==> src/rtl/arx_pkg.sv <==
package arx_pkg;

	localparam int NA_TAPS   = 3;
	localparam int NB_TAPS   = 3;
	localparam int MAX_DELAY = 8;
	localparam int IN_DEPTH  = NB_TAPS + MAX_DELAY;

	// Coefficient registers exist for three taps on each side.
	localparam int COEF_REGS = 3;

	localparam int SAMPLE_W = 16;
	localparam int COEF_W   = 16;
	localparam int DELAY_W  = 4;
	localparam int DATA_W   = 32;

	localparam int HIST_IDX_W = $clog2(IN_DEPTH);
	localparam int PROD_W     = SAMPLE_W + COEF_W;
	localparam int BSUM_W     = PROD_W + $clog2(NB_TAPS + 1) + 1;
	localparam int ACC_W      = PROD_W + $clog2(NA_TAPS + NB_TAPS + 1) + 1;
	localparam int FRAC_SHIFT = 14;
	localparam int ROUND_HALF = 1 << (FRAC_SHIFT - 1);
	localparam int ROUND_W    = ACC_W - FRAC_SHIFT;

	localparam int Y_MAX = 32767;
	localparam int Y_MIN = -32768;

	localparam int REG_IDX_W = $clog2(2 * COEF_REGS + 1);
	localparam int PADDR_W   = REG_IDX_W + 2;

	localparam logic [REG_IDX_W-1:0] REG_A_COEF_0    = REG_IDX_W'(0);
	localparam logic [REG_IDX_W-1:0] REG_B_COEF_0    = REG_IDX_W'(COEF_REGS);
	localparam logic [REG_IDX_W-1:0] REG_INPUT_DELAY = REG_IDX_W'(2 * COEF_REGS);

	typedef logic signed [SAMPLE_W-1:0] sample_t;
	typedef logic signed [COEF_W-1:0]   coef_t;
	typedef logic signed [PROD_W-1:0]   prod_t;

	typedef struct packed {
		coef_t [NA_TAPS-1:0]  a_coef;
		coef_t [NB_TAPS-1:0]  b_coef;
		logic  [DELAY_W-1:0]  input_delay;
	} cfg_t;

	// Partial result handed from the input stage to the output stage.
	typedef struct packed {
		logic                     valid;
		logic signed [BSUM_W-1:0] bsum;
	} fwd_t;

endpackage

==> src/rtl/arx_out_stage.sv <==
module arx_out_stage (
	input  logic              clk,
	input  logic              arst_n,
	input  arx_pkg::fwd_t     fwd,
	input  arx_pkg::cfg_t     cfg,
	output logic              advance,
	output logic              out_valid,
	input  logic              out_ready,
	output arx_pkg::sample_t  y_sample,
	output logic              saturated
);

	arx_pkg::sample_t                   oh_q [arx_pkg::NA_TAPS];
	arx_pkg::prod_t                     prod [arx_pkg::NA_TAPS];
	logic signed [arx_pkg::ACC_W-1:0]   acc;
	logic signed [arx_pkg::ACC_W-1:0]   acc_r;
	logic signed [arx_pkg::ROUND_W-1:0] yr;
	logic                               sat_hi;
	logic                               sat_lo;
	arx_pkg::sample_t                   y_nx;
	arx_pkg::sample_t                   y_q;
	logic                               sat_q;
	logic                               out_valid_q;
	logic                               take;

	assign advance = !out_valid_q || out_ready;
	assign take    = advance && fwd.valid;

	always_comb begin
		acc = arx_pkg::ACC_W'(fwd.bsum);
		for (int i = 0; i < arx_pkg::NA_TAPS; i++) begin
			prod[i] = cfg.a_coef[i] * oh_q[i];
			acc     = acc - arx_pkg::ACC_W'(prod[i]);
		end
		// Adding one half and dropping the fraction rounds half toward plus infinity.
		acc_r  = acc + arx_pkg::ACC_W'(arx_pkg::ROUND_HALF);
		yr     = acc_r[arx_pkg::ACC_W-1:arx_pkg::FRAC_SHIFT];
		sat_hi = yr > arx_pkg::ROUND_W'(arx_pkg::Y_MAX);
		sat_lo = yr < arx_pkg::ROUND_W'(arx_pkg::Y_MIN);
		if (sat_hi) begin
			y_nx = arx_pkg::SAMPLE_W'(arx_pkg::Y_MAX);
		end else if (sat_lo) begin
			y_nx = arx_pkg::SAMPLE_W'(arx_pkg::Y_MIN);
		end else begin
			y_nx = yr[arx_pkg::SAMPLE_W-1:0];
		end
	end

	always_ff @(posedge clk or negedge arst_n) begin
		if (!arst_n) begin
			for (int i = 0; i < arx_pkg::NA_TAPS; i++) begin
				oh_q[i] <= '0;
			end
			out_valid_q <= 1'b0;
		end else begin
			if (take) begin
				oh_q[0] <= y_nx;
				for (int i = 1; i < arx_pkg::NA_TAPS; i++) begin
					oh_q[i] <= oh_q[i-1];
				end
				out_valid_q <= 1'b1;
			end else if (out_ready) begin
				out_valid_q <= 1'b0;
			end
		end
	end

	always_ff @(posedge clk) begin
		if (take) begin
			y_q   <= y_nx;
			sat_q <= sat_hi || sat_lo;
		end
	end

	assign out_valid = out_valid_q;
	assign y_sample  = y_q;
	assign saturated = sat_q;

endmodule

==> config.mk <==
export PLATFORM = sky130hd
export DESIGN_NAME = arx_out_stage
export DESIGN_NICKNAME = d
export VERILOG_FILES = /design/src/rtl/arx_pkg.sv /design/src/rtl/arx_out_stage.sv
export SDC_FILE = /design/constraint.sdc
export NUM_CORES = 2
export LEC_CHECK = 0
export BUFFER_PORTS_ARGS = -buffer_cell sky130_fd_sc_hd__buf_4
export CAP_MARGIN = 10
export CORE_ASPECT_RATIO = 1.5
export CORE_MARGIN = 4
export CORE_UTILIZATION = 60
export DETAILED_ROUTE_END_ITERATION = 16
export PLACE_DENSITY_LB_ADDON = 0.3
export RECOVER_POWER = 50
export SLEW_MARGIN = 10
export SYNTH_ARGS = -nofsm -noshare
export SYNTH_HDL_FRONTEND = slang
export SYNTH_SLANG_ARGS = --single-unit
==> constraint.sdc <==
create_clock -name clk -period 16.9 [get_ports clk]
set_input_delay 3.38 -clock clk [delete_from_list [all_inputs] [get_ports clk]]
set_output_delay 3.38 -clock clk [all_outputs]
set_load 0.01 [all_outputs]
### Yosys cells after proc, flatten, opt, wreduce, memory -nomap -nowiden

Index checks and enable logic that the tools add are counted.
Widths: inputs -> output; s select.

| word-level totals | value |
|---|---|
| bits in registers | 66 |
| logic and storage cells | 24 |
| input bits | 139 |

| operators by class | value |
|---|---|
| multipliers | 3 |
| mux-type cells | 4 |
| $add $sub $neg | 4 |
| magnitude comparators | 2 |
| reductions and logical operators | 5 |

Operators with widths:

| operator | count |
|---|---|
| $mul 16x16->32 | 3 |
| $sub 36x32->36 | 2 |
| $add 36x15->36 const B | 1 |
| $sub 35x32->36 | 1 |
| $mux 16 | 2 |
| $gt 22x16->1 const B | 1 |
| $lt 22x16->1 const B | 1 |
| $logic_or 1x1->1 | 2 |
| $mux 1 | 2 |
| $reduce_bool 2->1 | 1 |
| $logic_and 1x1->1 | 1 |
| $logic_not 1->1 | 1 |

### Longest topological paths before layout

| logic depth | value |
|---|---|
| depth in word-level cells | 8 |
| depth in mapped cells | 33 |

### Least setup slack after synthesis

No wires, ideal clock.

| timing | value |
|---|---|
| kind | input to register |
| start | input port cfg[83] (netlist name) |
| end | register y_q[12], in the netlist y_sample[12] (data pin) |
| stages | 28 |
| setup time | 0.262 ns |
| data required time | 16.638 ns |
| arrival time | 11.145 ns |
| slack | 5.492 ns |
| cell sequence | clkbuf_1 -> nand2_1 -> inv_1 -> fa_1 -> inv_1 -> fa_1 -> inv_1 -> fa_1 -> fa_1 -> inv_1 -> fa_1 -> fa_1 -> fa_1 -> fa_1 -> inv_1 -> fa_1 -> inv_1 -> ha_1 -> clkbuf_1 -> nand4_1 -> or2_2 -> a2111oi_0 -> nor3b_1 -> xnor2_1 -> inv_1 -> a31oi_2 -> buf_4 -> o21ai_0 |

| between the ends | value |
|---|---|
| cells in the longest elaborated chain, start to end | 7 |
| elaborated cells between the ends (all ways) | 8 |

Ends and longest elaborated chain:

| element | RTL line | text |
|---|---|---|
| start, declared | arx_out_stage.sv:5 | `input arx_pkg::cfg_t cfg,` |
| $mul 16x16->32 * | arx_out_stage.sv:32 | `prod[i] = cfg.a_coef[i] * oh_q[i];` |
| $sub 36x32->36 * (2 in a row) | arx_out_stage.sv:33 | `acc = acc - arx_pkg::ACC_W'(prod[i]);` |
| $add 36x15->36 * | arx_out_stage.sv:36 | `acc_r = acc + arx_pkg::ACC_W'(arx_pkg::ROUND_HALF);` |
| $lt 22x16->1 | arx_out_stage.sv:39 | `sat_lo = yr < arx_pkg::ROUND_W'(arx_pkg::Y_MIN);` |
| $mux 16 | arx_out_stage.sv:42 | `end else if (sat_lo) begin` |
| $mux 16 * | arx_out_stage.sv:40 | `if (sat_hi) begin` |
| net y_nx[12] | arx_out_stage.sv:20 | `arx_pkg::sample_t y_nx;` |
| end signal, assigned | arx_out_stage.sv:70 | `y_q <= y_nx;` |
| end, declared | arx_out_stage.sv:21 | `arx_pkg::sample_t y_q;` |

The timed path passes the listed nets; every way through them passes the cells marked *.
A chain may end at the register's enable or synchronous reset.

### Worst setup path after layout

| timing | value |
|---|---|
| start | input port cfg[99] (netlist name) |
| end | register y_q[9], in the netlist y_sample[9] (data pin) |

| between the ends | value |
|---|---|
| cells in the longest elaborated chain, start to end | 6 |
| elaborated cells between the ends (all ways) | 7 |

Ends and longest elaborated chain:

| element | RTL line |
|---|---|
| $mul 16x16->32 * | arx_out_stage.sv:32 |
| $sub 36x32->36 * | arx_out_stage.sv:33 |
| $add 36x15->36 * | arx_out_stage.sv:36 |
| $lt 22x16->1 | arx_out_stage.sv:39 |
| $mux 16 | arx_out_stage.sv:42 |
| $mux 16 * | arx_out_stage.sv:40 |
| net y_nx[9] | arx_out_stage.sv:20 |

Marks and branches as above.

==> flow_summary.yaml <==
sta:
  grt_setup_unrepaired: "false"
  setup-tns-final_ns: 0
  min_period_ns: 12.82
  hold_violations: 0
  worstMarginPinSlew_ns: 3.34
  slew_headroom: -1.23
  fin_skew_ns: 0.00660
  timing.final.ws_setup_ns: 4.08
  slew_violations: 167
  fin_crit_sh: 0.759
  fmax_mhz: 78.0
  finalSetupViolCount: 0
route:
  drc_errors: 0
  via_per_inst: 5.51
  drt_wl_total_um: 94400
  wl_per_cell_um: 21.4
  drtAntennaViolNets: 0
  drt_iter0_drc: 1338
  first_pass_iters: 5
  via_count: 24400
critical_path:
  worstPathArrival_ns: 12.88
  startpoint_type: "input port"
  rr_worst_depth: 23
  crit_required_ns: 16.96
  worstSetupStartpoint: "cfg[99]"
  crit_type: "in -> reg"
  endpoint_kind: "flip-flop"
  reg2reg_to: "y_sample[9]"
  reg2reg_slack_ns: 6.51
  r2r-start: "oh_q[6]"
  worstPathMaxFanout: 24
  cp-endpoint: "y_sample[9]"
cts:
  post_cts_resized: 0
  clock_sinks: 66
  cts.path.max_buffers: 2
  post_cts_buffers: 0
  htree_levels: 3
  cts_tree: "built"
  path_clk_slew_ns: 0.06
  worstSkewPairLatency_ns: 0.36
  cts_root_buf: "clkbuf_16"
  hold_buffers: 0
  cts_made_buffers: 9
worst_hold_path:
  hold_path_depth: 2
  hp-class: "reg -> reg"
grt:
  use_met2: 0.584
  antenna_found_initial: 1
  grtUsageMet1: 0.344
  globalRouteMet3Util: 0.0222
  grt.busiest_layer: "met2"
  grt.total_usage: 0.326
  overflow: 0
  grt_first_pass_wirelength_um: 153000
  grt_start_max_net_pins: 64
  first_global_vias: 28300
synth:
  synth-compound-area-share: 0.0313
  synth_warnings: 0
  netlist_area_um2: 35100
  synth.distinct_cells: 63
  synthMuxAreaShare: 0.000605
  syn_avg_cell_area_um2: 9.65
  synth-simple-area-share: 0.136
  synth_xor_area_frac: 0.00872
  synth_edf_count: 17
  seq_area_frac_synth: 0.0494
  synth_top_family_by_area: "adder cells"
  syn_inst: 3640
  synthArstFlopShare: 0.742
  synth_flop_cell: "dfrtp_1"
  ys_ff_latch: 66
  synth_fp_nets: 5003
  yosys.area_share.adder: 0.647
finish:
  final_core_util: 0.634
  layout_common_cells: "inv_1 (1053), fa_1 (989), nand2_1 (482)"
  nNetsFinal: 5006
  drive_gt1_frac: 0.0370
  stdcell_count: 4420
  layout_commonest_cell: "inv_1"
  area_delta_synth_final_pct: 4.63
outcome:
  outcome: "finished with violations"
  violations: "max-capacitance violations, max-slew violations"
die:
  die-area_um2: 62600
  die_h_um: 304
  initial_core_util: 0.606
  ios: 158
  num_rows: 108
  die_width_um: 206
  core_region_area_um2: 58000
placed_design:
  place_inst: 4402
  place_hpwl_um: 80400
  port-buffer-count: 105
  gp_congestion: 0.949
  pre_cts_ws_ns: 3.72
job:
  drv_cap: 3
cell type report:
class                   count  area (µm²)
diodes                      2        5.00
inverters                1054        3960
flip-flops and latches     66        1740
repair buffers            124         852
multi-input cells        2388       28900
clock buffers              10         229
well taps                 770         963
fillers                  4757       21200
clock inverters             6        88.8
registers in the layout, indices dropped and copies added, names as in the netlist:
register and cells:
out_valid 1, y_sample 16, oh_q 48, saturated 1
routing by layer:
| layer | share of wire | wire length (µm) |
|---|---|---|
| met2 | 0.54 | 51200 |
| met3 | 0.033 | 3120 |
| met4 | 0.12 | 11100 |
| met5 | 0 | 0 |
| met1 | 0.31 | 29000 |
how the worst min path moves through the flow:
stage,start,endpoint,slack (ns)
floorplan,oh_q[2],oh_q[2],0.53
global placement,out_valid,out_valid,0.53
detailed placement,out_valid,out_valid,0.55
CTS,out_valid,out_valid,0.56
global route,out_valid,out_valid,0.62
finish,out_valid,out_valid,0.56
cell usage after synthesis (6+ instances only):
cell	n	area (µm²)
a211oi_1	7	52.6
a21o_1	11	82.6
a21oi_1	35	175
a311oi_1	7	61.3
a31oi_1	6	37.5
and2_1	370	2310
clkbuf_1	122	458
dfrtp_1	49	1230
edfxtp_1	17	510
fa_1	989	19800
ha_1	235	2940
inv_1	1054	3960
nand2_1	483	1810
nand2b_1	18	113
nand4_1	8	50.1
nor2_1	37	139
nor2b_1	31	194
nor3_1	6	30.0
o211ai_1	6	45.0
o21ai_0	34	170
xnor2_1	24	210
xor2_1	11	96.3
logic make-up (layout without fill, tap and decap cells):
logic type	after synthesis	after routing
fa+ha+maj	1224	1224
buf+inv	1186	1194
simple gates	968	968
compound gates	159	159
flops	66	66
xor+xnor	35	35
mux	2	2
other cells	0	2
worst max-delay path: stages:
cell       delay [ns]
buf_4            0.21
nand2_1          0.13
fa_1             0.78
fa_1             0.59
fa_1             0.97
inv_1            0.25
fa_1             0.51
fa_1             0.54
inv_1            0.05
fa_1             0.49
inv_1            0.05
fa_1             0.57
fa_1             0.43
fa_1             0.55
inv_1            0.06
ha_1             0.46
nand4_1          0.21
or2_2            0.33
a2111oi_0        0.45
nor3b_1          0.17
xnor2_1          0.44
inv_1            0.15
a31oi_2          0.82
o21ai_0          0.24
metrics by stage:
stage	hold slack [ns]	cell area, µm²
after global placement	0.533	36500
after detailed placement	0.552	36500
after CTS	0.564	36800
after global routing	0.624	36800
after floorplan	0.526	35100
final	0.557	36800
Power is left out: the tool's default activity adds up to more than one toggle a clock period on the data nets, which glitch-free logic cannot reach.
