$ cat src/rtl/arx_pkg.sv
package arx_pkg;

	localparam int NA_TAPS   = 3;
	localparam int NB_TAPS   = 3;
	localparam int MAX_DELAY = 8;
	localparam int IN_DEPTH  = NB_TAPS + MAX_DELAY;

	// Coefficient registers exist for three taps on each side.
	localparam int COEF_REGS = 3;

	localparam int SAMPLE_W = 16;
	localparam int COEF_W   = 16;
	localparam int DELAY_W  = 4;
	localparam int DATA_W   = 32;

	localparam int HIST_IDX_W = $clog2(IN_DEPTH);
	localparam int PROD_W     = SAMPLE_W + COEF_W;
	localparam int BSUM_W     = PROD_W + $clog2(NB_TAPS + 1) + 1;
	localparam int ACC_W      = PROD_W + $clog2(NA_TAPS + NB_TAPS + 1) + 1;
	localparam int FRAC_SHIFT = 14;
	localparam int ROUND_HALF = 1 << (FRAC_SHIFT - 1);
	localparam int ROUND_W    = ACC_W - FRAC_SHIFT;

	localparam int Y_MAX = 32767;
	localparam int Y_MIN = -32768;

	localparam int REG_IDX_W = $clog2(2 * COEF_REGS + 1);
	localparam int PADDR_W   = REG_IDX_W + 2;

	localparam logic [REG_IDX_W-1:0] REG_A_COEF_0    = REG_IDX_W'(0);
	localparam logic [REG_IDX_W-1:0] REG_B_COEF_0    = REG_IDX_W'(COEF_REGS);
	localparam logic [REG_IDX_W-1:0] REG_INPUT_DELAY = REG_IDX_W'(2 * COEF_REGS);

	typedef logic signed [SAMPLE_W-1:0] sample_t;
	typedef logic signed [COEF_W-1:0]   coef_t;
	typedef logic signed [PROD_W-1:0]   prod_t;

	typedef struct packed {
		coef_t [NA_TAPS-1:0]  a_coef;
		coef_t [NB_TAPS-1:0]  b_coef;
		logic  [DELAY_W-1:0]  input_delay;
	} cfg_t;

	// Partial result handed from the input stage to the output stage.
	typedef struct packed {
		logic                     valid;
		logic signed [BSUM_W-1:0] bsum;
	} fwd_t;

endpackage

$ cat src/rtl/arx_in_stage.sv
module arx_in_stage (
	input  logic              clk,
	input  logic              arst_n,
	input  logic              in_valid,
	output logic              in_ready,
	input  arx_pkg::sample_t  u_sample,
	input  arx_pkg::sample_t  noise_sample,
	input  arx_pkg::cfg_t     cfg,
	input  logic              advance,
	output arx_pkg::fwd_t     fwd
);

	arx_pkg::sample_t                  hist_q  [arx_pkg::IN_DEPTH];
	arx_pkg::sample_t                  hist_nx [arx_pkg::IN_DEPTH];
	arx_pkg::prod_t                    prod    [arx_pkg::NB_TAPS];
	logic [arx_pkg::HIST_IDX_W-1:0]    kc;
	logic [arx_pkg::HIST_IDX_W-1:0]    tap_idx [arx_pkg::NB_TAPS];
	logic signed [arx_pkg::BSUM_W-1:0] bsum_nx;
	logic signed [arx_pkg::BSUM_W-1:0] bsum_s1;
	logic                              valid_s1;
	logic                              accept;

	assign in_ready = !valid_s1 || advance;
	assign accept   = in_valid && in_ready;

	// Delays beyond MAX_DELAY act as the longest delay.
	assign kc = (int'(cfg.input_delay) > arx_pkg::MAX_DELAY) ?
	            arx_pkg::HIST_IDX_W'(arx_pkg::MAX_DELAY) :
	            arx_pkg::HIST_IDX_W'(cfg.input_delay);

	// The taps are read from the line as it stands after the new sample enters.
	always_comb begin
		hist_nx[0] = u_sample;
		for (int j = 1; j < arx_pkg::IN_DEPTH; j++) begin
			hist_nx[j] = hist_q[j-1];
		end
		bsum_nx = arx_pkg::BSUM_W'(noise_sample) <<< arx_pkg::FRAC_SHIFT;
		for (int i = 0; i < arx_pkg::NB_TAPS; i++) begin
			tap_idx[i] = kc + arx_pkg::HIST_IDX_W'(i);
			prod[i]    = cfg.b_coef[i] * hist_nx[tap_idx[i]];
			bsum_nx    = bsum_nx + arx_pkg::BSUM_W'(prod[i]);
		end
	end

	always_ff @(posedge clk or negedge arst_n) begin
		if (!arst_n) begin
			for (int j = 0; j < arx_pkg::IN_DEPTH; j++) begin
				hist_q[j] <= '0;
			end
			valid_s1 <= 1'b0;
		end else begin
			if (accept) begin
				hist_q   <= hist_nx;
				valid_s1 <= 1'b1;
			end else if (advance) begin
				valid_s1 <= 1'b0;
			end
		end
	end

	always_ff @(posedge clk) begin
		if (accept) begin
			bsum_s1 <= bsum_nx;
		end
	end

	assign fwd.valid = valid_s1;
	assign fwd.bsum  = bsum_s1;

endmodule

$ cat config.mk
export PLATFORM = sky130hd
export DESIGN_NAME = arx_in_stage
export DESIGN_NICKNAME = d
export VERILOG_FILES = /design/src/rtl/arx_pkg.sv /design/src/rtl/arx_in_stage.sv
export SDC_FILE = /design/constraint.sdc
export NUM_CORES = 2
export LEC_CHECK = 0
export ABC_AREA = 1
export BUFFER_PORTS_ARGS = -buffer_cell sky130_fd_sc_hd__clkbuf_2
export CAP_MARGIN = 10
export CORE_MARGIN = 2
export CORE_UTILIZATION = 59
export DETAILED_ROUTE_END_ITERATION = 16
export PLACE_DENSITY = 0.77
export SLEW_MARGIN = 20
export SYNTH_ARGS = -nofsm -noshare
export SYNTH_HDL_FRONTEND = slang
export SYNTH_SLANG_ARGS = --single-unit
$ cat constraint.sdc
create_clock -name clk -period 9.5 [get_ports clk]
set_clock_uncertainty 0.1 [all_clocks]
set_input_delay 1.425 -clock clk [delete_from_list [all_inputs] [get_ports clk]]
set_output_delay 1.425 -clock clk [all_outputs]
set_load 0.02 [all_outputs]
# Word-level counts from Yosys, hierarchy flattened
# Cells that the tools add are included.
dict set report classes {
  shifts 0
  n_addsub 5
  n_reduce_logical 4
  n_div 0
  bitwise_logic 3
  n_lt_le_gt_ge 4
  n_eq_ne 0
  mux 12
  n_mul 3
}
# cell count
set ops {}
lappend ops {{binary-select mux 16 bit (select 4 bit)} 3}
lappend ops {{multiplier 16 x 16 -> 32 bit} 3}
lappend ops {{2-to-1 mux 16 bit} 6}
lappend ops {{adder 34 x 32 -> 35 bit} 1}
lappend ops {{adder 33 x 32 -> 34 bit} 1}
lappend ops {{adder 30 x 32 -> 33 bit} 1}
lappend ops {{greater-or-equal comparator 5 bit, second input constant} 3}
lappend ops {{inverter 4 -> 5 bit} 3}
lappend ops {{adder 4 x 1 -> 4 bit, second input constant} 1}
lappend ops {{adder 4 x 2 -> 4 bit, second input constant} 1}
lappend ops {{greater-than comparator 4 bit, second input constant} 1}
lappend ops {{2-to-1 mux 4 bit} 1}
lappend ops {{2-to-1 mux 1 bit} 2}
lappend ops {{nonzero test 2 bit} 1}
lappend ops {{logical AND 1 bit} 1}
lappend ops {{zero test 1 bit} 1}
lappend ops {{logical OR 1 bit} 1}
dict set report word_totals {
  romBits 0
  wordCells 43
  inputBits 136
  mem_count 0
  ram_bits 0
  latch_bits 0
  regBits 196
}

# Longest topological paths before layout
dict set report logic_depth {
  word_depth 10
  depth_mapped 45
  mapped_depth_nobuf 42
}

# Least setup slack after synthesis
# OpenSTA, ideal clock, no wires.
dict set report synth_timing {
  path_type {input-to-reg}
  start {input port cfg[3] (netlist bit)}
  end {register bsum_s1[34] (netlist bit) (data pin)}
  arrival_time_ns 9.651
  path_stages 34
  n_path_buf 4
  required_time_ns 9.148
  setup_slack_ns -0.503
  cell_sequence {buf_4 nor2_4 buf_2 buf_2 ha_1 xor2_1 inv_1 clkbuf_1 o211ai_1 nand2_1 nor2_1 fa_1 fa_1 inv_1 fa_1 inv_1 fa_1 inv_1 fa_1 inv_1 fa_1 fa_1 fa_1 inv_1 fa_1 inv_1 ha_1 nand2_1 nor2_1 inv_1 nor4_1 a21oi_1 nand3_1 nand2_1}
}
dict set report synth_between {
  elab_chain_cells 10
  elab_cells_between_ends 22
}
# element line_no
set synth_rtl {}
lappend synth_rtl {{start: declaration} arx_in_stage.sv:8} ;# input arx_pkg::cfg_t cfg,
lappend synth_rtl {{greater-than comparator 4 bit} arx_in_stage.sv:27} ;# assign kc = (int'(cfg.input_delay) > arx_pkg::MAX_DELAY) ?
lappend synth_rtl {{2-to-1 mux 4 bit (*)} arx_in_stage.sv:27}
lappend synth_rtl {{inverter 4 -> 5 bit (not written as such) or adder 4 x 1 -> 4 bit (tied branches)} {arx_in_stage.sv:40, arx_in_stage.sv:39}}
lappend synth_rtl {{binary-select mux 16 bit (select 4 bit) or inverter 4 -> 5 bit (tied branches)} arx_in_stage.sv:40} ;# prod[i] = cfg.b_coef[i] * hist_nx[tap_idx[i]];
lappend synth_rtl {{2-to-1 mux 16 bit (not written as such) or binary-select mux 16 bit (select 4 bit) (tied branches)} arx_in_stage.sv:40}
lappend synth_rtl {{2-to-1 mux 16 bit (not written as such)} arx_in_stage.sv:40}
lappend synth_rtl {{multiplier 16 x 16 -> 32 bit or 2-to-1 mux 16 bit (tied branches)} arx_in_stage.sv:40}
lappend synth_rtl {{adder 30 x 32 -> 33 bit or multiplier 16 x 16 -> 32 bit (tied branches)} {arx_in_stage.sv:41, arx_in_stage.sv:40}}
lappend synth_rtl {{adder 33 x 32 -> 34 bit} arx_in_stage.sv:41} ;# bsum_nx = bsum_nx + arx_pkg::BSUM_W'(prod[i]);
lappend synth_rtl {{adder 34 x 32 -> 35 bit (*)} arx_in_stage.sv:41}
lappend synth_rtl {{net bsum_nx, one bit} arx_in_stage.sv:18} ;# logic signed [arx_pkg::BSUM_W-1:0] bsum_nx;
lappend synth_rtl {{end signal: assignment} arx_in_stage.sv:63} ;# bsum_s1 <= bsum_nx;
lappend synth_rtl {{end: declaration} arx_in_stage.sv:19} ;# logic signed [arx_pkg::BSUM_W-1:0] bsum_s1;
# The timed path passes the listed nets; every way through them passes the cells marked *. The select of a mux whose other input is x is not followed.
# A chain may end at the register's enable or synchronous reset.

# Worst setup path after layout
dict set report layout_timing {
  start {input port cfg[3] (netlist bit)}
  end {register bsum_s1[32] (netlist bit) (data pin)}
}
# Same word-level chain as after synthesis.

==> impl_metrics.env <==
export IMPL_rows=98
export IMPL_busiest_layer="met2"
export IMPL_syn_nets=6389
export IMPL_min_period_ps=9430
export IMPL_nets=6856
export IMPL_vias_per_cell=5.57
export IMPL_vias=36400
export IMPL_synth_edff_count=35
export IMPL_dr_first_iter_drc_count=4259
export IMPL_grt_pass1_wl_mm=209
export IMPL_cp_slowest_cell="fa_2"
export IMPL_root_buffer="clkbuf_16"
export IMPL_first_pass_iters=9
export IMPL_synth_top_flop_cell="dfrtp_1"
export IMPL_critPathLaunchType="input port"
export IMPL_cts_made_buffers=17
export IMPL_synth_most_common_cell="inv_1"
export IMPL_drc=0
export IMPL_drtAntennaViolNets=0
export IMPL_portBuffers=124
export IMPL_grt_max_degree=115
export IMPL_syn2layout_area_growth_pct=17.8
export IMPL_setup_viol=0
export IMPL_use_met3=0.111
export IMPL_grt_util_met1=0.512
export IMPL_antenna_found_initial=10
export IMPL_preCtsSetupSlack_ps=-823
export IMPL_cts_tree="yes"
export IMPL_track_usage=0.376
export IMPL_slowest_delay_ps=630
export IMPL_grt_pass1_vias=37100
export IMPL_synth_area_um2=42500
export IMPL_grt_util_met2=0.563
export IMPL_drv_slew=0
export IMPL_totalWireLength_mm=137
export IMPL_worst_slew_pin_slew_ps=1050
export IMPL_clock_sinks=196
export IMPL_synth_seq_area_share=0.120
export IMPL_crit_path_frequent_cell="fa_1"
export IMPL_worstSkewPairLatency_ps=520
export IMPL_design_area_um2=50000
export IMPL_synth_top_area_share=0.456
export IMPL_synthCells=5087
export IMPL_status="completed"
export IMPL_critical_path_class="input port to flip-flop"
export IMPL_die_w_um=272
export IMPL_drive_gt1_frac=0.171
export IMPL_finalHoldViolCount=0
export IMPL_synthDistinctLibCells=40
export IMPL_yosys_top_cells_area="fa_1 (46%), inv_1 (12%), dfrtp_1 (9.5%)"
export IMPL_fp_dieArea_um2=74200
export IMPL_fill_cells=5403
export IMPL_maxSlewHeadroom=0.301
export IMPL_hpwl_mm=114
export IMPL_path_max_fanout=5
export IMPL_reg2reg_slack_ps=1130
export IMPL_start_util=0.595
export IMPL_synth_seq_cells=196
export IMPL_postPlaceCellArea_um2=47900
export IMPL_synth_warnings=0
export IMPL_yosysTopAreaCell="fa_1"
export IMPL_h_tree_depth=4
export IMPL_maxCapViolCount=0
export IMPL_cts_clk_slew_worst_paths_ps=100
export IMPL_synth_common_cells="inv_1 (1,361), fa_1 (967), nand2_1 (845)"
export IMPL_worstPathRequired_ps=9650
export IMPL_cp_arrival_ps=9570
export IMPL_grt_overflow=0
export IMPL_core_um2=71400
export IMPL_hold_class="flip-flop to flip-flop"
export IMPL_clockBufferDepth=2
export IMPL_rsz0062_at_grt="true"
export IMPL_finalWorstSetupSlack_ps=74.9
export IMPL_async_reset_ff_frac=0.821
export IMPL_end_kind="flip-flop"
export IMPL_ios=173
export IMPL_routabilityCongestion=1.03
export IMPL_post_drt_wl_per_cell_um=21.0
export IMPL_period_share=0.992
export IMPL_fp_dieH_um=272
export IMPL_avgSynthCellArea_um2=8.35
export IMPL_fmax_mhz=106
-- metrics by stage --
step / instances / TNS [ps] / utilization / hold WS [ps]
3_3_place_gp: 6450 / -15070 / 0.671 / 365
2_1_floorplan: 5087 / -19.8 / - / 353
6_report: 6522 / 0 / 0.701 / 394
5_1_grt: 6518 / -1640 / 0.701 / 424
3_5_place_dp: 6450 / -17540 / 0.671 / 373
4_1_cts: 6487 / 0 / 0.682 / 395
-- placed cells by master, fill, tap and decap left out, drive strengths merged --
cell / Yosys / final
nand4: 6 / 6
bufinv: 0 / 1
o21ai: 362 / 362
o211ai: 25 / 25
buf: 105 / 520
ha: 199 / 199
inv: 1375 / 1380
a211oi: 1 / 1
nand3: 236 / 236
or2: 2 / 2
o21bai: 6 / 6
o22ai: 23 / 23
nor3: 5 / 5
a31oi: 1 / 1
a22oi: 10 / 10
o31ai: 4 / 4
clkinv: 9 / 13
o21a: 1 / 1
clkinvlp: 0 / 5
nor2: 432 / 432
nor4: 2 / 2
a21oi: 132 / 132
nand2: 852 / 856
edfxtp: 35 / 35
fa: 967 / 967
dfrtp: 161 / 161
clkbuf: 93 / 139
xor2: 28 / 28
xnor2: 6 / 6
a21o: 6 / 6
o2111ai: 3 / 3
diode: 0 / 5
-- repair_timing --
item / 4_1_cts / 5_1_grt
hold buffers: 0 / 0
setup endpoints to repair: 22 / 24
pin swaps: 3 / 102
buffers inserted: 4 / 26
endpoints found under the hold margin: 0 / 0
cloned: 1 / 4
resized for setup: 30 / 333
-- worst paths after layout --
check / startpoint / end / cells past startpoint
max in group asynchronous: arst_n / hist_nx[30] / 2
worst max register to register: hist_nx[80] / bsum_s1[32] / 34
worst max-delay path: cfg[3] / bsum_s1[32] / 41
worst min register to register: hist_nx[69] / hist_nx[69] / 2
min in group asynchronous: arst_n / hist_nx[149] / 1
worst min-delay path: hist_nx[69] / hist_nx[69] / 2
-- area by class of cell --
cell class,instances,area [um^2],area share
multi-input cells,3313,32400,0.648
repair buffers,642,5440,0.109
inverters,1384,5240,0.105
flip-flops and latches,196,5080,0.102
well taps,950,1190,0.0238
clock buffers,17,425,0.00850
clock inverters,15,213,0.00425
diodes,5,12.5,0.000250
-- worst max-delay path: cells and delay by family --
kind,cells,cell delay [ps]
adders and majority gates,10,5100
buffers and inverters,16,1310
and+or+nand+nor,10,1000
AOI/OAI and AO/OA,5,690
-- kinds of logic after synthesis --
family	count (synthesis)	synth area share
adder cells (fa/ha/maj)	1166	0.514
flip-flops	196	0.120
buffers and inverters	1582	0.143
AND/OR/NAND/NOR	1535	0.144
XOR/XNOR	34	0.00701
AO/OA/AOI/OAI	574	0.0726
-- sequential cells by signal, summed over array words and instances (netlist names) --
name      cells
valid_s1      1
bsum_s1      35
hist_nx     160
-- per-layer routing --
metal	vias to the layer above	wire length, um
met3	413	18000
li1	15800	-
met1	17900	51300
met5	-	55
met4	10	7380
met2	2180	60000
Power is not shown: default switching activity piles up to over one toggle a cycle in this logic, so the estimate is an artifact.
