## src/rtl/arx_pkg.sv

```systemverilog
package arx_pkg;

	localparam int NA_TAPS   = 3;
	localparam int NB_TAPS   = 3;
	localparam int MAX_DELAY = 8;
	localparam int IN_DEPTH  = NB_TAPS + MAX_DELAY;

	// Coefficient registers exist for three taps on each side.
	localparam int COEF_REGS = 3;

	localparam int SAMPLE_W = 16;
	localparam int COEF_W   = 16;
	localparam int DELAY_W  = 4;
	localparam int DATA_W   = 32;

	localparam int HIST_IDX_W = $clog2(IN_DEPTH);
	localparam int PROD_W     = SAMPLE_W + COEF_W;
	localparam int BSUM_W     = PROD_W + $clog2(NB_TAPS + 1) + 1;
	localparam int ACC_W      = PROD_W + $clog2(NA_TAPS + NB_TAPS + 1) + 1;
	localparam int FRAC_SHIFT = 14;
	localparam int ROUND_HALF = 1 << (FRAC_SHIFT - 1);
	localparam int ROUND_W    = ACC_W - FRAC_SHIFT;

	localparam int Y_MAX = 32767;
	localparam int Y_MIN = -32768;

	localparam int REG_IDX_W = $clog2(2 * COEF_REGS + 1);
	localparam int PADDR_W   = REG_IDX_W + 2;

	localparam logic [REG_IDX_W-1:0] REG_A_COEF_0    = REG_IDX_W'(0);
	localparam logic [REG_IDX_W-1:0] REG_B_COEF_0    = REG_IDX_W'(COEF_REGS);
	localparam logic [REG_IDX_W-1:0] REG_INPUT_DELAY = REG_IDX_W'(2 * COEF_REGS);

	typedef logic signed [SAMPLE_W-1:0] sample_t;
	typedef logic signed [COEF_W-1:0]   coef_t;
	typedef logic signed [PROD_W-1:0]   prod_t;

	typedef struct packed {
		coef_t [NA_TAPS-1:0]  a_coef;
		coef_t [NB_TAPS-1:0]  b_coef;
		logic  [DELAY_W-1:0]  input_delay;
	} cfg_t;

	// Partial result handed from the input stage to the output stage.
	typedef struct packed {
		logic                     valid;
		logic signed [BSUM_W-1:0] bsum;
	} fwd_t;

endpackage

```

## src/rtl/arx_cfg_regs.sv

```systemverilog
module arx_cfg_regs (
	input  logic                         clk,
	input  logic                         arst_n,
	input  logic                         psel,
	input  logic                         penable,
	input  logic                         pwrite,
	input  logic [arx_pkg::PADDR_W-1:0]  paddr,
	input  logic [arx_pkg::DATA_W-1:0]   pwdata,
	output logic [arx_pkg::DATA_W-1:0]   prdata,
	output logic                         pready,
	output arx_pkg::cfg_t                cfg
);

	arx_pkg::cfg_t                    cfg_q;
	logic [arx_pkg::REG_IDX_W-1:0]    reg_idx;
	logic                             wr_en;

	assign reg_idx = paddr[arx_pkg::PADDR_W-1:2];
	assign wr_en   = psel && penable && pwrite;
	assign pready  = 1'b1;
	assign cfg     = cfg_q;

	always_ff @(posedge clk or negedge arst_n) begin
		if (!arst_n) begin
			cfg_q <= '0;
		end else if (wr_en) begin
			for (int i = 0; i < arx_pkg::NA_TAPS; i++) begin
				if (i < arx_pkg::COEF_REGS &&
				    reg_idx == arx_pkg::REG_IDX_W'(arx_pkg::REG_A_COEF_0 + i)) begin
					cfg_q.a_coef[i] <= pwdata[arx_pkg::COEF_W-1:0];
				end
			end
			for (int i = 0; i < arx_pkg::NB_TAPS; i++) begin
				if (i < arx_pkg::COEF_REGS &&
				    reg_idx == arx_pkg::REG_IDX_W'(arx_pkg::REG_B_COEF_0 + i)) begin
					cfg_q.b_coef[i] <= pwdata[arx_pkg::COEF_W-1:0];
				end
			end
			if (reg_idx == arx_pkg::REG_INPUT_DELAY) begin
				cfg_q.input_delay <= pwdata[arx_pkg::DELAY_W-1:0];
			end
		end
	end

	always_comb begin
		prdata = '0;
		for (int i = 0; i < arx_pkg::NA_TAPS; i++) begin
			if (i < arx_pkg::COEF_REGS &&
			    reg_idx == arx_pkg::REG_IDX_W'(arx_pkg::REG_A_COEF_0 + i)) begin
				prdata[arx_pkg::COEF_W-1:0] = cfg_q.a_coef[i];
			end
		end
		for (int i = 0; i < arx_pkg::NB_TAPS; i++) begin
			if (i < arx_pkg::COEF_REGS &&
			    reg_idx == arx_pkg::REG_IDX_W'(arx_pkg::REG_B_COEF_0 + i)) begin
				prdata[arx_pkg::COEF_W-1:0] = cfg_q.b_coef[i];
			end
		end
		if (reg_idx == arx_pkg::REG_INPUT_DELAY) begin
			prdata[arx_pkg::DELAY_W-1:0] = cfg_q.input_delay;
		end
	end

endmodule

```

## config.mk

```make
export PLATFORM = sky130hd
export DESIGN_NAME = arx_cfg_regs
export DESIGN_NICKNAME = d
export VERILOG_FILES = /design/src/rtl/arx_pkg.sv /design/src/rtl/arx_cfg_regs.sv
export SDC_FILE = /design/constraint.sdc
export NUM_CORES = 1
export LEC_CHECK = 0
export ABC_AREA = 1
export ABC_CLOCK_PERIOD_IN_PS = 1000
export BUFFER_PORTS_ARGS = -buffer_cell sky130_fd_sc_hd__buf_2
export CORE_MARGIN = 2
export CORE_UTILIZATION = 45
export DETAILED_ROUTE_END_ITERATION = 10
export PLACE_DENSITY_LB_ADDON = 0.2
export SETUP_SLACK_MARGIN = 0.1
export SLEW_MARGIN = 10
export SYNTH_ARGS = -nofsm -noshare
export SYNTH_HDL_FRONTEND = slang
export SYNTH_SLANG_ARGS = --single-unit
```

## constraint.sdc

```tcl
create_clock -name clk -period 1 [get_ports clk]
set_input_delay 0.05 -clock clk [delete_from_list [all_inputs] [get_ports clk]]
set_output_delay 0.05 -clock clk [all_outputs]
set_load 0.05 [all_outputs]
```

======== Yosys cells after proc, flatten, opt, wreduce, memory -nomap -nowiden ========
Cells that the tools add are included.
word-level totals
  register bits ........................... 100
  bits in latches ......................... 0
  RAM bits ................................ 0
  bits in read-only memories .............. 0
  input bits .............................. 42
  word-level logic and storage cells ...... 30
  memories kept ........................... 0
cells by class
  $add $sub $neg .......................... 0
  multipliers ............................. 0
  divide/modulo/power cells ............... 0
  $lt $le $gt $ge ......................... 0
  equality and inequality tests ........... 6
  shifts and indexed selects .............. 0
  mux-type cells .......................... 7
  bitwise logic cells ..................... 0
  reductions and logical operators ........ 10
operator list
  kind                                                                    count
  16-bit two-way mux                                                      6
  2-bit AND reduction                                                     7
  3-bit equality test (second input constant)                             3
  3-bit by 2-bit equality test with 1-bit output (second input constant)  2
  4-bit two-way mux                                                       1
  3-bit by 1-bit equality test with 1-bit output (second input constant)  1
  3-bit logical NOT                                                       1
  1-bit logical AND                                                       2

======== Depth between registers and ports, before layout ========
Gate-level depths: netlist of run 1.
  depth after elaboration ................. 8
  depth in mapped cells ................... 8
  mapped depth without buffers ............ 8

======== Worst setup path after synthesis of run 1 ========
OpenSTA, ideal clock, no wires.
  kind .................................... reg2out
  from .................................... register cfg_q, in the netlist cfg[22]
  to ...................................... output port prdata[2] (netlist bit)
  arrival ................................. 1.347 ns
  required time ........................... 0.950 ns
  slack ................................... -0.397 ns
  stages on the path, launching flop included .. 4
  path buffers ............................ 0
  path through ............................ dfrtp_1 -> or2_2 -> nand2_1 -> nand3_1
between the ends
  word-level cells in the longest chain between the ends .. 3
RTL lines
  element                          line                RTL
  start, declared                  arx_cfg_regs.sv:14  arx_pkg::cfg_t cfg_q;
  16-bit two-way mux (2 in a row)  arx_cfg_regs.sv:54  if (i < arx_pkg::COEF_REGS &&
  4-bit two-way mux                arx_cfg_regs.sv:59  if (reg_idx == arx_pkg::REG_INPUT_DELAY) begin
  end, declared                    arx_cfg_regs.sv:9   output logic [arx_pkg::DATA_W-1:0] prdata,
No other way between the ends.

======== Worst setup path after layout of run 1 ========
  from .................................... register cfg_q, in the netlist cfg[6]
  to ...................................... output port prdata[2] (netlist bit)
between the ends
  word-level cells in the longest chain between the ends .. 4
RTL lines
  element                          line
  16-bit two-way mux (3 in a row)  arx_cfg_regs.sv:54
  4-bit two-way mux                arx_cfg_regs.sv:59
No other way between the ends.

==> results of run 1 <==
## cells by family after synthesis
logic type / count (synthesis)
simple gates: 269
other cells: 2
compound gates: 100
buf+inv: 101
flops: 100
## cell usage in the layout, fill, tap and decap left out, types with 2 or more instances in the layout
cell and n:
buf_2 19, buf_6 131, buf_4 34, nand2_8 2
clkbuf_8 10, a21oi_1 19, clkbuf_16 4, nor2_1 40
buf_8 49, conb_1 17, nand2_4 14, nand3_4 3
nor2_2 11, nand2_2 47, dfrtp_2 58, o21ai_0 17
inv_1 47, o21ai_2 27, o21ai_1 36, nand3_2 9
dfrtp_1 42, buf_12 20, nand3_1 2, dlygate4sd3_1 17
nand4_1 22, inv_2 5, nor2_4 6, inv_6 3
inv_8 3, nand2_1 108
## area by class of cell
type / count / area [um2]
multi-input combinational: 386 / 2200
sequential: 100 / 2570
inverter: 56 / 238
clock buffer: 10 / 138
timing repair buffer: 274 / 3230
tap: 136 / 170
clock inverter: 6 / 68.8
fill: 517 / 1610
## layer usage
metal | wire [um] | track usage [%] | share of wire (%)
met5 | 0 | 0 | 0
met4 | 949 | 10.2 | 4.9
met1 | 7530 | 40.6 | 39
met3 | 1430 | 5.64 | 7.4
met2 | 9470 | 45.3 | 49
## critical path, cell delays in order (launching register included)
cell and delay [ns]:
dfrtp_1 0.43, nand4_1 0.12, nand2_1 0.10, nor2_1 0.14
nand2_1 0.09, nand2_2 0.09, nand3_2 0.09, buf_6 0.17
## power by group through the flow
| stage | sequential (mW) | clock, mW | combinational [mW] |
|---|---|---|---|
| floorplan | 8.56 | 0 | 1.67 |
| global placement | 5.57 | 0 | 6.69 |
| detailed placement | 5.60 | 0 | 6.76 |
| CTS | 5.70 | 2.77 | 8.82 |
| global route | 5.93 | 3.02 | 10.0 |
| finish | 5.87 | 2.88 | 9.66 |
## what timing repair did
item,in CTS,in global routing
setup buffers,12,43
endpoints found under the setup margin,158,167
resized for setup,358,165
hold buffers,17,0
endpoints found under the hold margin,116,0
pin swaps,18,28
cloned,0,6
## worst paths after layout
| check | end | cells past startpoint |
|---|---|---|
| setup / recovery | prdata[2] | 7 |
| hold / removal | cfg[52]$_DFFE_PN0P_ | 2 |
| setup reg to reg | cfg[76]$_DFFE_PN0P_ | 3 |
| hold reg to reg | cfg[34]$_DFFE_PN0P_ | 2 |
| max in group asynchronous | cfg[60]$_DFFE_PN0P_ | 3 |
| min in group clk | cfg[56]$_DFFE_PN0P_ | 5 |
==> results.toml, run 1 <==
[place]
place_area_mm2 = 0.00631
hpwl_mm = 10.3
post-place-ws_ns = -0.358
gp_congestion = 0.885
io_buffers = 139
dp.cells = 903

[critical_path]
worstPathArrival_ns = 1.62
rr_startpoint = "cfg[76]$_DFFE_PN0P_"
r2r_slack_ns = 0.03
required_ns = 0.95
cp-start-kind = "register"
worst-path-max-fanout = 2
critPathLaunch = "cfg[6]$_DFFE_PN0P_"
endpoint_kind = "output port"
worstSetupPathType = "register to output port"

[clock_tree]
cts_sinks = 100
root_buffer = "clkbuf_8"
cts-buffers-inserted = 9
cts_tree = "done"
h-tree-depth = 3
path_clk_slew_ns = 0.11
clock_path_buffers = 2
clk_latency_ns = 0.40

[run_status]
status = "complete, but fails checks"
violations = "setup timing"

[yosys]
async_flop_share_pct = 100
yosys-top-cells-count = "nand2_1, dfrtp_1, o21ai_0, nor2_1, inv_1"
synth_enable_flop_cells = 0
yosysSeqAreaShare_pct = 53.2
synth_area_per_cell_um2 = 8.23
synth_cell_types = 25
ys.flop_type = "dfrtp_1"
syn_inst = 572
synth_area_leader_cell = "dfrtp_1"
synth_top_area_share_pct = 53.2
synthMuxAreaShare_pct = 0
synth_fa_ha_area_share_pct = 0
netlist_area_mm2 = 0.00471
ys_warn_count = 0
synth_compound_area_share_pct = 11.9
synth_seq_cells = 100
ys_top_cells_by_area = "dfrtp_1, nand2_1, o21ai_0, nor2_1, inv_1"
synthSimpleGateAreaFrac_pct = 24.1
synth_top_family_by_area = "simple AND/OR/NAND/NOR gates"
yosys.area_share.xor_xnor_pct = 0
yosysMostFrequentCell = "nand2_1"

[grt]
grt_usage_pct = 29.0
grt_pass1_vias = 4902
antenna_found_initial = 0
grt_max_degree = 33
gr-total-overflow = 0
grt_pass1_wl_mm = 25.4

[timing]
hold_ws_ns = 0.0774
period_needed_ns = 1.67
grt_setup_unrepaired = "true"
final_max_slew_viol_count = 0
setup_ws_ns = -0.665
hold_viol_final = 0
setup-violations-final = 118
timing.final.crit_share_pct = 167
tns_ns = -18.29
clock_skew_ns = 0
fmax_mhz = 600

[routing]
drt_iter0_markers = 443
antenna_left = 0
vias = 5284
drt-total-wl_mm = 19.4
routedWlPerCell_um = 20.0
via_per_inst = 5.46
drtPass1Iterations = 5
drcViolationCount = 0

[layout]
drive_gt1_share_pct = 55.8
stdcell_count = 968
post-route-cell-area_mm2 = 0.00862
nets = 869
largest_reg_flops = 100
syn_to_final_growth_pct = 83.3
n_antenna_cell = 0
final_core_util_pct = 84.3

[power]
clkPwrFrac_pct = 15.6
swShare_pct = 44.6
leakagePower_nw = 4.08
netSwitchingPower_mw = 8.21
power_mw = 18.4
peakVddDrop_uv = 1350
powerDensity_mw_per_mm2 = 2130
power_frac_seq_pct = 31.9
p_int_mw = 10.2
pwr-share-comb_pct = 52.5

[flow_run]
maxCapViolCount = 0

[die]
core_mm2 = 0.0102
die_y_um = 106
start_util_pct = 46.0
die_area_mm2 = 0.0113
fp.dieW_um = 106
io_pins = 175
num_rows = 37

[worst_hold_path]
hold_path_class = "primary input to async pin"
Power figures use the tool's default switching activity.
==> run 2: changes to the inputs <==
--- a/config.mk
+++ b/config.mk
@@ -6,10 +6,10 @@
 export NUM_CORES = 1
 export LEC_CHECK = 0
 export ABC_AREA = 1
-export ABC_CLOCK_PERIOD_IN_PS = 1000
+export ABC_CLOCK_PERIOD_IN_PS = 2150
 export BUFFER_PORTS_ARGS = -buffer_cell sky130_fd_sc_hd__buf_2
 export CORE_MARGIN = 2
-export CORE_UTILIZATION = 45
+export CORE_UTILIZATION = 53
 export DETAILED_ROUTE_END_ITERATION = 10
 export PLACE_DENSITY_LB_ADDON = 0.2
 export SETUP_SLACK_MARGIN = 0.1
==> constraint.sdc (replaced) <==
create_clock -name clk -period 2.15 [get_ports clk]
set_input_delay 0.1075 -clock clk [delete_from_list [all_inputs] [get_ports clk]]
set_output_delay 0.1075 -clock clk [all_outputs]
set_load 0.05 [all_outputs]
==> run 2 against run 1 <==
The run now ends clean. Critical endpoint is now prdata[13]. Non-clock buffer count fell by 108. Final area fell by 33%. Highest routed layer unchanged. Worst hold slack improved by 0.15 ns. Register-to-register slack improved by 1.4 ns.
==> results.toml, run 2 (synthesis gave the netlist of run 1 again) <==
[run_status]
status = "completed"

[routing]
routedWlPerCell_um = 14.9
antenna_left = 0
drt_iter0_markers = 197
drtPass1Iterations = 5
drt-total-wl_mm = 12.4
via_per_inst = 5.08
drcViolationCount = 0
vias = 4228

[power]
power_frac_seq_pct = 39.3
powerDensity_mw_per_mm2 = 1130
pwr-share-comb_pct = 41.8
netSwitchingPower_mw = 3.13
p_int_mw = 3.40
swShare_pct = 47.9
leakagePower_nw = 3.08
peakVddDrop_uv = 633
clkPwrFrac_pct = 18.9

[grt]
antenna_found_initial = 0
grt_pass1_vias = 4021
gr-total-overflow = 0
grt_max_degree = 41
grt_usage_pct = 26.3
grt_pass1_wl_mm = 19.9

[place]
gp_congestion = 0.885
hpwl_mm = 9.06
io_buffers = 139

[die]
num_rows = 34
fp.dieW_um = 98.2
start_util_pct = 54.2
die_y_um = 98.2
die_area_mm2 = 0.00965
core_mm2 = 0.00868
io_pins = 175

[flow_run]
maxCapViolCount = 0

[timing]
final_max_slew_viol_count = 0
hold_ws_ns = 0.230
hold_viol_final = 0
tns_ns = 0
period_needed_ns = 1.71
grt_setup_unrepaired = "false"
timing.final.crit_share_pct = 79.4
slew_headroom_pct = 60.9
fmax_mhz = 586
tightest_slew_ns = 0.586
clock_skew_ns = 0
setup-violations-final = 0

[clock_tree]
clock_path_buffers = 2
cts_resized = 0
path_clk_slew_ns = 0.10
cts-buffers-inserted = 9
root_buffer = "clkbuf_8"
h-tree-depth = 3
ctsHoldBuffers = 17
cts_sinks = 100
clk_latency_ns = 0.36
cts_tree = "done"
post-cts-setup-buffers = 0

[critical_path]
cp-start-kind = "primary input"
endpoint_kind = "output port"
worstSetupPathDepth = 7
required_ns = 2.04
worstSetupPathType = "primary input to output port"
critPathSlowestCell = "inv_1"
critical_path.max_stage_delay_ns = 0.47
crit_top_cell = "buf_2"
worst-path-max-fanout = 16
r2r_cells = 2
crit_buf_inv = 4
path_cells = "buf_2, inv_2, nand3_1, inv_1, nand2_1, nand4_1, buf_2"
worstPathArrival_ns = 1.60
cpLargestDelayFamily = "buffers and inverters"

[layout]
seqCellArea_mm2 = 0.00250
largest_reg_flops = 100
drive_gt1_share_pct = 26.5
fillCellCount = 742
syn_to_final_growth_pct = 22.5
mostFrequentLayoutCells = "nand2_1, buf_2, dfrtp_1"
nets = 761
final_common_cell = "nand2_1"
multi_input_area_mm2 = 0.00176
n_antenna_cell = 0

[worst_hold_path]
hold_path_class = "primary input to async pin"
==> run 2: metal layers <==
| metal | GRT usage [%] | up-vias | routed length [um] |
|---|---|---|---|
| met3 | 5.23 | 30 | 805 |
| met2 | 44.8 | 160 | 6290 |
| met5 | 0 | - | 0 |
| met4 | 11.8 | 0 | 372 |
| met1 | 32.5 | 1967 | 4920 |
| li1 | - | 2071 | - |
==> run 2: through the flow <==
| step | util [%] | cell area [um2] | std cells | worst slack, ns | power [mW] |
|---|---|---|---|---|---|
| 2_1_floorplan | - | 4760 | 587 | 0.695 | 4.66 |
| 3_3_place_gp | 62.1 | 5390 | 799 | 0.527 | 5.27 |
| 3_5_place_dp | 62.1 | 5390 | 799 | 0.504 | 5.33 |
| 4_1_cts | 66.4 | 5760 | 832 | 0.501 | 6.57 |
| 5_1_grt | 66.4 | 5760 | 832 | 0.321 | 6.84 |
| 6_report | 66.4 | 5760 | 832 | 0.444 | 6.54 |
==> run 2: layout make-up <==
type,count,share of cell area (%)
clock buffers,11,2.45
clock inverters,5,1.04
inverters,56,3.65
multi-input cells,386,30.5
flip-flops and latches,100,43.4
well taps,108,2.34
repair buffers,166,16.6
==> run 2: power by group through the flow <==
stage | clock [mW] | combinational (mW) | sequential (mW)
floorplan | 0 | 0.737 | 3.93
global placement | 0 | 2.69 | 2.59
detailed placement | 0 | 2.72 | 2.60
CTS | 1.25 | 2.75 | 2.57
global route | 1.33 | 2.88 | 2.63
finish | 1.23 | 2.73 | 2.57
==> run 2: final timing paths <==
| check | start | endpoint | slack [ns] |
|---|---|---|---|
| worst max-delay path | paddr[3] | prdata[13] | 0.44 |
| worst min-delay path | arst_n | cfg[69]$_DFFE_PN0P_ | 0.23 |
| worst max register to register | cfg[25]$_DFFE_PN0P_ | cfg[25]$_DFFE_PN0P_ | 1.43 |
| worst min register to register | cfg[88]$_DFFE_PN0P_ | cfg[88]$_DFFE_PN0P_ | 0.51 |
| max in group asynchronous | arst_n | cfg[0]$_DFFE_PN0P_ | 1.20 |
| min in group clk | paddr[4] | cfg[1]$_DFFE_PN0P_ | 0.39 |
==> run 2: worst reg2reg max path, delay by kind of cell, from the launching register on <==
family	cells	cell delay [ns]
simple gates	1	0.08
flops	1	0.40
compound gates	1	0.11
